--- src/design/soq_pkg.sv ---
// Shared constants and control types for the interval overlap query block.
package soq_pkg;

  localparam int MAX_CLUSTERS = 1024;
  localparam int MAX_HITS     = 64;

  localparam int POS_W   = 31;
  localparam int ENTRY_W = 10;
  localparam int CIDX_W  = 10;
  localparam int CFG_W   = 11;

  localparam int ADDR_W = $clog2(MAX_CLUSTERS);
  localparam int CNT_W  = $clog2(MAX_CLUSTERS + 1);
  localparam int HITS_W = $clog2(MAX_HITS + 1);
  localparam int ROW_W  = 2 * POS_W;

  localparam logic OP_LOAD  = 1'b0;
  localparam logic OP_QUERY = 1'b1;

  typedef struct packed {
    logic load_wr;
    logic query_load;
    logic srch_rd;
    logic srch_upd;
    logic scan_rd;
    logic scan_adv;
    logic hit_take;
    logic emit_pend;
    logic emit_final;
    logic set_more;
  } soq_cmd_t;

  typedef struct packed {
    logic lo_lt_hi;
    logic i_lt_n;
    logic start_gt_be;
    logic end_ge_bs;
    logic cnt_full;
    logic pend_valid;
    logic out_free;
  } soq_sts_t;

endpackage

--- src/design/soq_ctrl.sv ---
// Controller state machine sequencing load, binary search, scan and result emission.
module soq_ctrl
  import soq_pkg::*;
(
  input  logic     clk_i,
  input  logic     rst_ni,
  input  logic     in_valid_i,
  input  logic     in_operation_i,
  output logic     in_ready_o,
  input  soq_sts_t sts_i,
  output soq_cmd_t cmd_o
);

  typedef enum logic [2:0] {
    S_IDLE,
    S_SRCH,
    S_SCMP,
    S_SCAN,
    S_TEST,
    S_FIN
  } state_e;

  state_e state_q, state_d;

  always_comb begin
    state_d    = state_q;
    cmd_o      = '0;
    in_ready_o = 1'b0;
    case (state_q)
      S_IDLE: begin
        in_ready_o = 1'b1;
        if (in_valid_i) begin
          if (in_operation_i == OP_QUERY) begin
            cmd_o.query_load = 1'b1;
            state_d          = S_SRCH;
          end else begin
            cmd_o.load_wr = 1'b1;
          end
        end
      end
      S_SRCH: begin
        if (sts_i.lo_lt_hi) begin
          cmd_o.srch_rd = 1'b1;
          state_d       = S_SCMP;
        end else begin
          state_d = S_SCAN;
        end
      end
      S_SCMP: begin
        cmd_o.srch_upd = 1'b1;
        state_d        = S_SRCH;
      end
      S_SCAN: begin
        if (sts_i.i_lt_n) begin
          cmd_o.scan_rd = 1'b1;
          state_d       = S_TEST;
        end else begin
          state_d = S_FIN;
        end
      end
      S_TEST: begin
        if (sts_i.start_gt_be) begin
          state_d = S_FIN;
        end else if (sts_i.end_ge_bs) begin
          if (sts_i.cnt_full) begin
            cmd_o.set_more = 1'b1;
            state_d        = S_FIN;
          end else if (!sts_i.pend_valid || sts_i.out_free) begin
            cmd_o.emit_pend = sts_i.pend_valid;
            cmd_o.hit_take  = 1'b1;
            cmd_o.scan_adv  = 1'b1;
            state_d         = S_SCAN;
          end
        end else begin
          cmd_o.scan_adv = 1'b1;
          state_d        = S_SCAN;
        end
      end
      S_FIN: begin
        if (sts_i.out_free) begin
          cmd_o.emit_final = 1'b1;
          state_d          = S_IDLE;
        end
      end
      default: begin
        state_d = S_IDLE;
      end
    endcase
  end

  always_ff @(posedge clk_i or negedge rst_ni) begin
    if (!rst_ni) begin
      state_q <= S_IDLE;
    end else begin
      state_q <= state_d;
    end
  end

endmodule

--- config.mk ---
export PLATFORM = sky130hd
export DESIGN_NAME = soq_ctrl
export DESIGN_NICKNAME = d
export VERILOG_FILES = /design/src/design/soq_pkg.sv /design/src/design/soq_ctrl.sv
export SDC_FILE = /design/constraint.sdc
export NUM_CORES = 1
export LEC_CHECK = 0
export ABC_AREA = 1
export BUFFER_PORTS_ARGS = -buffer_cell sky130_fd_sc_hd__buf_2
export CORE_AREA = 2 2 39 41
export DETAILED_ROUTE_END_ITERATION = 8
export DIE_AREA = 0 0 41 43
export SETUP_SLACK_MARGIN = 0.2
export SYNTH_ARGS = -nofsm -noshare
export SYNTH_HDL_FRONTEND = slang
export SYNTH_SLANG_ARGS = --single-unit
--- constraint.sdc ---
create_clock -name clk_i -period 1.07 [get_ports clk_i]
set_input_delay 0 -clock clk_i [delete_from_list [all_inputs] [get_ports clk_i]]
set_output_delay 0 -clock clk_i [all_outputs]
set_load 0.03 [all_outputs]
# Word level (Yosys, flattened, before mapping)
# Index checks and enable logic that the tools add are counted.
# classes
eq_ne	9
muxes	32
n_reduce_logical	4
# op_table
cell	count
2-to-1 mux 3 bit	11
case mux 3 bit (6 select lines)	1
2-to-1 mux 1 bit	17
equality test 3 x 2 -> 1 bit (second input constant)	2
equality test 3 bit (second input constant)	2
2-to-1 mux 2 bit	3
!= test 2 bit (second input constant)	3
!= test 5 bit (second input constant)	1
AND reduction 4 bit	1
equality test 3 x 1 -> 1 bit (second input constant)	1
zero test 3 bit	1
zero test 1 bit	1
logical OR 1 bit	1
# totals
regBits	3
output_inout_bits	11
wordCells	46

# Longest topological paths before layout
# Gate-level depths: netlist (run 1).
# logic_depth
ltp_word	7
depth_mapped	7

# Least setup slack after synthesis (run 1)
# OpenSTA, ideal clock, no wires.
# synth_timing
kind	flip-flop to output port
from	reg state_q[2]
to	out cmd_o[7] (netlist bit)
arrival_time_ns	1.426
path_slack_ns	-0.356
stages_incl_launch_ff	2
path_cell_list	dfrtp_1 > nor4_1
# synth_lines
item	line_no	text
start, declared	soq_ctrl.sv:23	state_e state_q, state_d;
start signal, assigned	soq_ctrl.sv:95	state_q <= state_d;
end, declared	soq_ctrl.sv:11	output soq_cmd_t cmd_o

==> results of run 1 <==
## cell type report
type                       instances  area, sq um
clock buffer                       4         26.3
tap                               16         20.0
inverter                          14         65.1
fill                             121          543
timing repair buffer              35          304
multi-input combinational         46          349
sequential                         3         76.3
## report_power, final
group	leakage, nW	total [mW]	internal (mW)	switching [mW]
clock network	0.0150	0.199	0.140	0.0591
registers	0.0367	0.211	0.163	0.0481
logic	0.363	1.42	0.662	0.761
## worst max-delay path: cells and delay by family (launching register included)
| kind | cells | cell delay [ps] |
|---|---|---|
| DFF | 1 | 370 |
| and+or+nand+nor | 4 | 480 |
| buffers and inverters | 2 | 220 |
## cell families (layout without fill, tap and decap cells)
| group | after synthesis | after routing |
|---|---|---|
| buffers and inverters | 14 | 53 |
| and+or+nand+nor | 43 | 43 |
| AOI/OAI and AO/OA | 3 | 3 |
| DFF | 3 | 3 |
## path summary, 6_finish.rpt
path                            start    endpoint  slack [ps]  cells past startpoint
max in group asynchronous      rst_ni  state_q[2]         860                      2
min in group clk_i           sts_i[0]  state_q[0]         100                      4
hold reg to reg            state_q[0]  state_q[0]         780                      6
hold / removal                 rst_ni  state_q[1]          90                      2
setup reg to reg           state_q[2]  state_q[0]         -40                      6
setup / recovery           state_q[0]    cmd_o[3]        -240                      6
## repair_timing
action / CTS / global route
cloned: 0 / 0
endpoints found under the setup margin: 14 / 14
buffers inserted: 3 / 2
gates resized for setup: 39 / 19
endpoints found under the hold margin: 3 / 0
pin swaps: 4 / 11
hold buffers: 1 / 0
## synthesized netlist by cell type (all sizes together)
| master | count | area [sq um] |
|---|---|---|
| nor4 | 1 | 6.26 |
| nor3b | 1 | 7.51 |
| nor2 | 20 | 80.1 |
| dfrtp | 3 | 75.1 |
| nand2 | 14 | 52.6 |
| nor3 | 2 | 20.0 |
| nand3 | 5 | 25.0 |
| a21oi | 3 | 15.0 |
| inv | 14 | 52.6 |
## layer usage
layer / track usage [%] / share of wire, %
met5: 0 / 0
met4: 6.00 / 1.5
met1: 14.8 / 36
met3: 0 / 3.8
met2: 28.4 / 59
## through the flow
| step | setup WS (ps) | utilization (%) | setup TNS [ps] | area (sq um) |
|---|---|---|---|---|
| 4_1_cts | -230 | 54.2 | -1920 | 749 |
| 5_1_grt | -320 | 60.8 | -2810 | 841 |
| 6_report | -236 | 60.8 | -1960 | 841 |
| 2_1_floorplan | -42.8 | - | -171 | 383 |
| 3_5_place_dp | -81.5 | 41.0 | -179 | 568 |
| 3_3_place_gp | -38.9 | 41.0 | -97.3 | 568 |
## placed cells by master (no fill, tap or decap), drive strengths merged
cell	n
buf	34
nor2	20
nand2	14
inv	14
nand3	5
clkbuf	4
dfrtp	3
a21oi	3
nor3	2
nor3b	1
nor4	1
dlygate4sd3	1
==> results.ini, run 1 <==
[status]
status = finished with violations
violations = negative setup slack

[clocking]
cts_tree = done
htreeDepth = 1
cts_sinks = 3
cts_root_buffer = clkbuf_4
clockBufferDepth = 2
path_clk_slew_ps = 40
insertion_delay_ps = 230
cts_made_buffers = 3

[grt]
antenna_found_initial = 0
grt_pass1_wl_um = 1770
grt_pass1_vias = 467
grt_max_degree = 6
grt_usage_pct = 14.6
grt.overflow.total = 0

[sta]
finalHoldViolations = 0
tightest_slew_ps = 198
fin_crit_sh_pct = 122
finalMaxSlewViolations = 0
min_period_ps = 1310
max_freq_mhz = 766
finClkSkew_ps = 1.45
setup_viol = 12
fin_ws_ps = -236
hold-worst-slack_ps = 91.6
slew_headroom_pct = 86.7
grt_setup_unrepaired = yes

[synthesis]
synth-seq-cells = 3
synth_fp_nets = 74
synth_xor_area_share_pct = 0
ys_seq_area_share_pct = 22.5
synthSimpleGateAreaFrac_pct = 57.3
syn_area_per_cell_sq_um = 5.30
synth_top_family_by_area = simple AND/OR/NAND/NOR gates
synth_cells = 63
synth_fa_ha_area_share_pct = 0
ys_types = 11
muxShareOfSynthArea_pct = 0
netlist_area_sq_um = 334
synth_compound_gate_area_share_pct = 4.49
yosys_warnings = 0

[floorplanning]
die_h_um = 43
io_pins = 22
dieArea_sq_um = 1760
coreArea_sq_um = 1380
rows = 14
chipWidth_um = 41
start_util_pct = 24.1

[worst_setup_path]
end_kind = output port
crit_slowest_cell = dfrtp_1
slowest_delay_ps = 370
worstSetupPathType = reg2out
crit_required_ps = 1070
critical_path_arrival_ps = 1310
timing.critical_path.from_type = flop
cp_cell_sequence = nor2_2 > nand2_2 > nor2_4 > inv_4 > nor3_4 > buf_6
critPathMaxFanout = 4

[power_and_ir_drop]
powerDensity_nw_per_um2 = 2180
total_power_mw = 1.83
ir_drop_mv = 0.856
p_leak_nw = 0.415

[run]
cap_violations = 0

[cells_and_area]
antenna_cells = 0
layout-drive-gt1-share_pct = 63.7
largest_reg_flops = 3
final_cells = 118
fin_nets = 114
largestRegisters = state_q: 3 flops
area_delta_synth_final_pct = 152
regMostFlops = state_q

[place]
gp_congestion = 0.712
portBuffers = 21
hpwl_um = 798
dp_cells = 108

[drt]
drt_wl_total_um = 1080
first_pass_iters = 4
drtAntennaViolNets = 0
drc = 0
vias = 527
wl_per_cell_um = 9.17
avgViaCountPerCell = 4.47
drt-initial-drc-count = 8

[hold_path]
hold_path.class = in2async

Power figures use the tool's default switching activity.
==> run 2: changes to the inputs <==
==> constraint.sdc (replaced) <==
create_clock -name clk_i -period 1.07 [get_ports clk_i]
set_input_delay 0.1605 -clock clk_i [delete_from_list [all_inputs] [get_ports clk_i]]
set_output_delay 0.1605 -clock clk_i [all_outputs]
set_load 0.03 [all_outputs]
==> run 2 against run 1 <==
Largest cell class is now non-clock buffers. Combinational power barely moved. First-iteration DRC count down 25%. The flow still finishes with violations (negative setup slack). Largest power group unchanged. Sequential power decreased by 6%. Power grew 0.61%. Worst setup slack got worse by 220 ps. Die area stayed put. Sequential share of layout area shrank 0.46 points.
==> results.ini, run 2 (synthesized netlist as in run 1, its figures left out) <==
[status]
status = finished with violations
violations = negative setup slack

[worst_setup_path]
r2r_slack_ps = -240
crit_required_ps = 910
r2r-start = state_q[1]
worstSetupPathType = reg2out
critical_path_arrival_ps = 1370
critPathMaxFanout = 3
reg2reg_to = state_q[0]
end_kind = output port
timing.critical_path.from_type = flop
reg2regPathDepth = 9

[drt]
avgViaCountPerCell = 4.43
first_pass_iters = 4
vias = 554
wl_per_cell_um = 10.7
drt-initial-drc-count = 6
drt_wl_total_um = 1340
drtAntennaViolNets = 0
drc = 0

[cells_and_area]
antenna_cells = 0
layout-drive-gt1-share_pct = 64.2
fin_nets = 121
post-route-util_pct = 62.9
final_common_cell = buf_4
area_delta_synth_final_pct = 161
final_cells = 125
largest_reg_flops = 3
final_cell_mix = buf_4 (16), buf_6 (14), nand2_1 (11)
regMostFlops = state_q
largestRegisters = state_q: 3 flops

[sta]
finalHoldViolations = 0
fin_tns_setup_ps = -4770
slew_headroom_pct = 86.7
grt_setup_unrepaired = yes
fin_crit_sh_pct = 143
fin_ws_ps = -457
finalMaxSlewViolations = 0
tightest_slew_ps = 199
finClkSkew_ps = 6.14
setup_viol = 14
min_period_ps = 1530
max_freq_mhz = 655

[power_and_ir_drop]
p_sw_mw = 0.879
power.internal_mw = 0.964
ir_drop_mv = 0.734
p_seq_share_pct = 10.7
p_leak_nw = 0.453
power_frac_clock_pct = 10.8
combPwrFrac_pct = 78.5
switching_share_pct = 47.7
powerDensity_nw_per_um2 = 2120

[clocking]
cts_sinks = 3
cts_root_buffer = clkbuf_4
cts_made_buffers = 3
cts_tree = done
path_clk_slew_ps = 40
htreeDepth = 1
insertion_delay_ps = 240
clockBufferDepth = 2

[floorplanning]
start_util_pct = 24.1
die_h_um = 43
dieArea_sq_um = 1760
rows = 14
chipWidth_um = 41
coreArea_sq_um = 1380
io_pins = 22

[grt]
grt.overflow.total = 0
grt_usage_pct = 18.3
antenna_found_initial = 0
grt_max_degree = 5
grt_pass1_vias = 538
grt_pass1_wl_um = 2150

[hold_path]
hold_path.class = in2async

[run]
cap_violations = 0

[place]
hpwl_um = 792
dp_cells = 111
portBuffers = 21
gp_congestion = 0.834

## run 2: cell count changes in the layout (fill, tap and decap cells not counted), moves of 2 or more
| cell | previous run | this run |
|---|---|---|
| buf_4 | 7 | 16 |
| buf_6 | 17 | 14 |
| inv_2 | 0 | 3 |
| inv_4 | 5 | 2 |
| nor2_4 | 7 | 5 |
## run 2: power by group through the flow
stage	sequential [mW]	combinational, mW	clock, mW
after detailed placement	0.189	0.837	0
after CTS	0.194	1.18	0.199
final	0.198	1.45	0.199
after global routing	0.201	1.54	0.205
after global placement	0.187	0.837	0
after floorplan	0.216	0.526	0
## run 2: how the worst max path moves through the flow
stage | slack (ps) | end | from | cells after the start
floorplan | -200 | cmd_o[3] | state_q[1] | 5
global placement | -200 | cmd_o[3] | state_q[0] | 6
detailed placement | -250 | cmd_o[3] | state_q[0] | 6
CTS | -440 | cmd_o[3] | state_q[1] | 6
global route | -510 | cmd_o[3] | state_q[0] | 6
finish | -460 | cmd_o[9] | state_q[0] | 8
## run 2: timing repair
item / in CTS / in global routing
hold endpoints to repair: 3 / 0
setup buffers: 6 / 3
pin swaps: 6 / 9
setup endpoints to repair: 14 / 14
hold buffers: 1 / 0
resized for setup: 35 / 13
## run 2: metrics by stage
stage / hold WS [ps] / setup WS [ps] / power, mW / instance area (sq um)
after floorplan: -135 / -203 / 0.742 / 390
final: 276 / -457 / 1.84 / 871
after global placement: -44.9 / -204 / 1.02 / 598
after global routing: 289 / -509 / 1.95 / 871
after CTS: 256 / -439 / 1.57 / 793
after detailed placement: -41.5 / -247 / 1.03 / 598
## run 2: cell type report
type	instances	area, sq um
multi-input cells	46	339
inverters	14	57.6
flip-flops and latches	3	75.1
clock buffers	4	26.3
repair buffers	42	353
well taps	16	20.0
fillers	115	513
## run 2: critical path, cell delays in order (launching register included)
cell	delay, ps
dfrtp_1	390
nor2_2	140
buf_4	120
buf_6	90
nand2_4	60
inv_4	70
nand2_4	50
nor2_4	80
buf_6	130
## run 2: routing by layer
layer	vias up	share of wire (%)	GRT usage, %
met1	248	33	17.6
met4	0	0	8.00
li1	281	-	-
met5	-	0	0
met3	0	5.4	4.19
met2	25	62	33.4
==> run 3: changes to the inputs <==
--- a/config.mk
+++ b/config.mk
@@ -7,9 +7,12 @@
 export LEC_CHECK = 0
 export ABC_AREA = 1
 export BUFFER_PORTS_ARGS = -buffer_cell sky130_fd_sc_hd__buf_2
-export CORE_AREA = 2 2 39 41
+export CELL_PAD_IN_SITES_DETAIL_PLACEMENT = 0
+export CELL_PAD_IN_SITES_GLOBAL_PLACEMENT = 1
+export CORE_ASPECT_RATIO = 1.2
+export CORE_UTILIZATION = 21
 export DETAILED_ROUTE_END_ITERATION = 8
-export DIE_AREA = 0 0 41 43
+export PLACE_DENSITY_LB_ADDON = 0.1
 export SETUP_SLACK_MARGIN = 0.2
 export SYNTH_ARGS = -nofsm -noshare
 export SYNTH_HDL_FRONTEND = slang
==> run 3 against run 2 <==
The flow still finishes with violations (negative setup slack). Register-to-register slack better by 40 ps. Final cell count is 4.8% lower. Worst setup slack better by 67 ps.
==> results.ini, run 3 (synthesized netlist as in run 1, its figures left out) <==
[drt]
vias = 506
avgViaCountPerCell = 4.25
first_pass_iters = 2
drt-initial-drc-count = 2
drc = 0
drt_wl_total_um = 1030
wl_per_cell_um = 8.61
drtAntennaViolNets = 0

[power_and_ir_drop]
powerDensity_nw_per_um2 = 1950
ir_drop_mv = 0.850
p_leak_nw = 0.394

[cells_and_area]
antenna_cells = 0
largestRegisters = state_q: 3 flops
final_common_cell = buf_4
fin_nets = 114
final_cell_mix = buf_4 (16), inv_1 (11), nor2_1 (11)
regMostFlops = state_q
fillers = 165
largest_reg_flops = 3
post-route-util_pct = 51.5
area_delta_synth_final_pct = 126
layout-drive-gt1-share_pct = 57.8

[clocking]
cts_made_buffers = 3
htreeDepth = 1
cts_sinks = 3
clockBufferDepth = 2
cts_root_buffer = clkbuf_4
cts_tree = done
insertion_delay_ps = 230
path_clk_slew_ps = 40

[worst_setup_path]
timing.critical_path.from_type = flop
reg2reg_to = state_q[0]
critical_path_arrival_ps = 1300
crit_required_ps = 910
cp_common_cell = nor2_4
setup.worst_path.start = state_q[1]
r2r-start = state_q[1]
r2r_slack_ps = -200
cp_cell_sequence = nor2_4 > buf_4 > nand2_4 > inv_2 > nand2_2 > nor2_4 > buf_6
endpoint = cmd_o[9]
reg2regPathDepth = 8
slowest_delay_ps = 400
crit_slowest_cell = dfrtp_1
worstSetupPathType = reg2out
critPathMaxFanout = 3
end_kind = output port

[run]
cap_violations = 0

[floorplanning]
coreArea_sq_um = 1460
start_util_pct = 22.8
dieArea_sq_um = 1750
io_pins = 22
rows = 15
chipWidth_um = 38.4
die_h_um = 45.7

[grt]
grt_pass1_vias = 437
grt_pass1_wl_um = 1580
antenna_found_initial = 0
grt_usage_pct = 13.4
grt.overflow.total = 0
grt_max_degree = 6

[sta]
finClkSkew_ps = 1.73
max_freq_mhz = 685
finalHoldViolations = 0
finalMaxSlewViolations = 0
slew_headroom_pct = 87.9
fin_ws_ps = -389
tightest_slew_ps = 181
setup_viol = 14
fin_crit_sh_pct = 136
grt_setup_unrepaired = yes
min_period_ps = 1460

[hold_path]
hold_path.class = in2async

[status]
status = finished with violations
violations = negative setup slack

[place]
portBuffers = 21
preCtsSetupSlack_ps = -223
gp_congestion = 0.759
hpwl_um = 841

run 3: changes by cell type in the layout (fill, tap and decap cells not counted), sizes merged:
cell	before	now
buf	41	34
run 3: cell type report:
class	count	area [sq um]	area share, %
clock buffers	4	26.3	3.48
inverters	14	55.1	7.30
multi-input cells	46	307	40.6
flip-flops and latches	3	75.1	9.95
well taps	17	21.3	2.82
repair buffers	35	270	35.8
run 3: metrics by stage:
step	area, sq um	cells	hold slack (ps)	total power, mW	TNS [ps]
5_1_grt	754	119	271	1.59	-4990
6_report	754	119	262	1.47	-3910
2_1_floorplan	390	63	-135	0.742	-1380
3_3_place_gp	592	111	-45.3	1.02	-1340
4_1_cts	703	117	250	1.35	-3970
3_5_place_dp	592	111	-40.7	1.02	-1450
run 3: worst min path at each step:
| stage | slack [ps] | cells past startpoint | to |
|---|---|---|---|
| final | 260 | 2 | state_q[1] |
| after global routing | 270 | 2 | state_q[1] |
| after CTS | 250 | 2 | state_q[1] |
| after detailed placement | -40 | 1 | state_q[2] |
| after global placement | -50 | 1 | state_q[2] |
| after floorplan | -140 | 0 | state_q[0] |
run 3: critical path: cells and delay by family (launching register included):
kind | cells | cell delay (ps)
flip-flops | 1 | 400
buffers and inverters | 3 | 320
AND/OR/NAND/NOR | 4 | 350
run 3: layer usage:
metal / up-vias / GRT usage (%) / part of all wire [%]
met5: - / 0 / 0
met4: 0 / 12.4 / 0
met3: 0 / 0 / 2.2
met2: 10 / 24.1 / 59
met1: 225 / 13.6 / 38
li1: 271 / - / -
run 3: report_power, final:
part           leakage [nW]  internal [mW]  total (mW)  switching [mW]
Combinational         0.341          0.454        1.07           0.618
Clock                0.0150          0.139       0.195          0.0550
Sequential           0.0381          0.161       0.205          0.0444
run 3: what timing repair did:
action / in CTS / in global routing
setup buffers: 1 / 2
endpoints found under the hold margin: 3 / 0
endpoints found under the setup margin: 14 / 14
hold buffers: 1 / 0
pin swaps: 2 / 2
resized for setup: 22 / 9
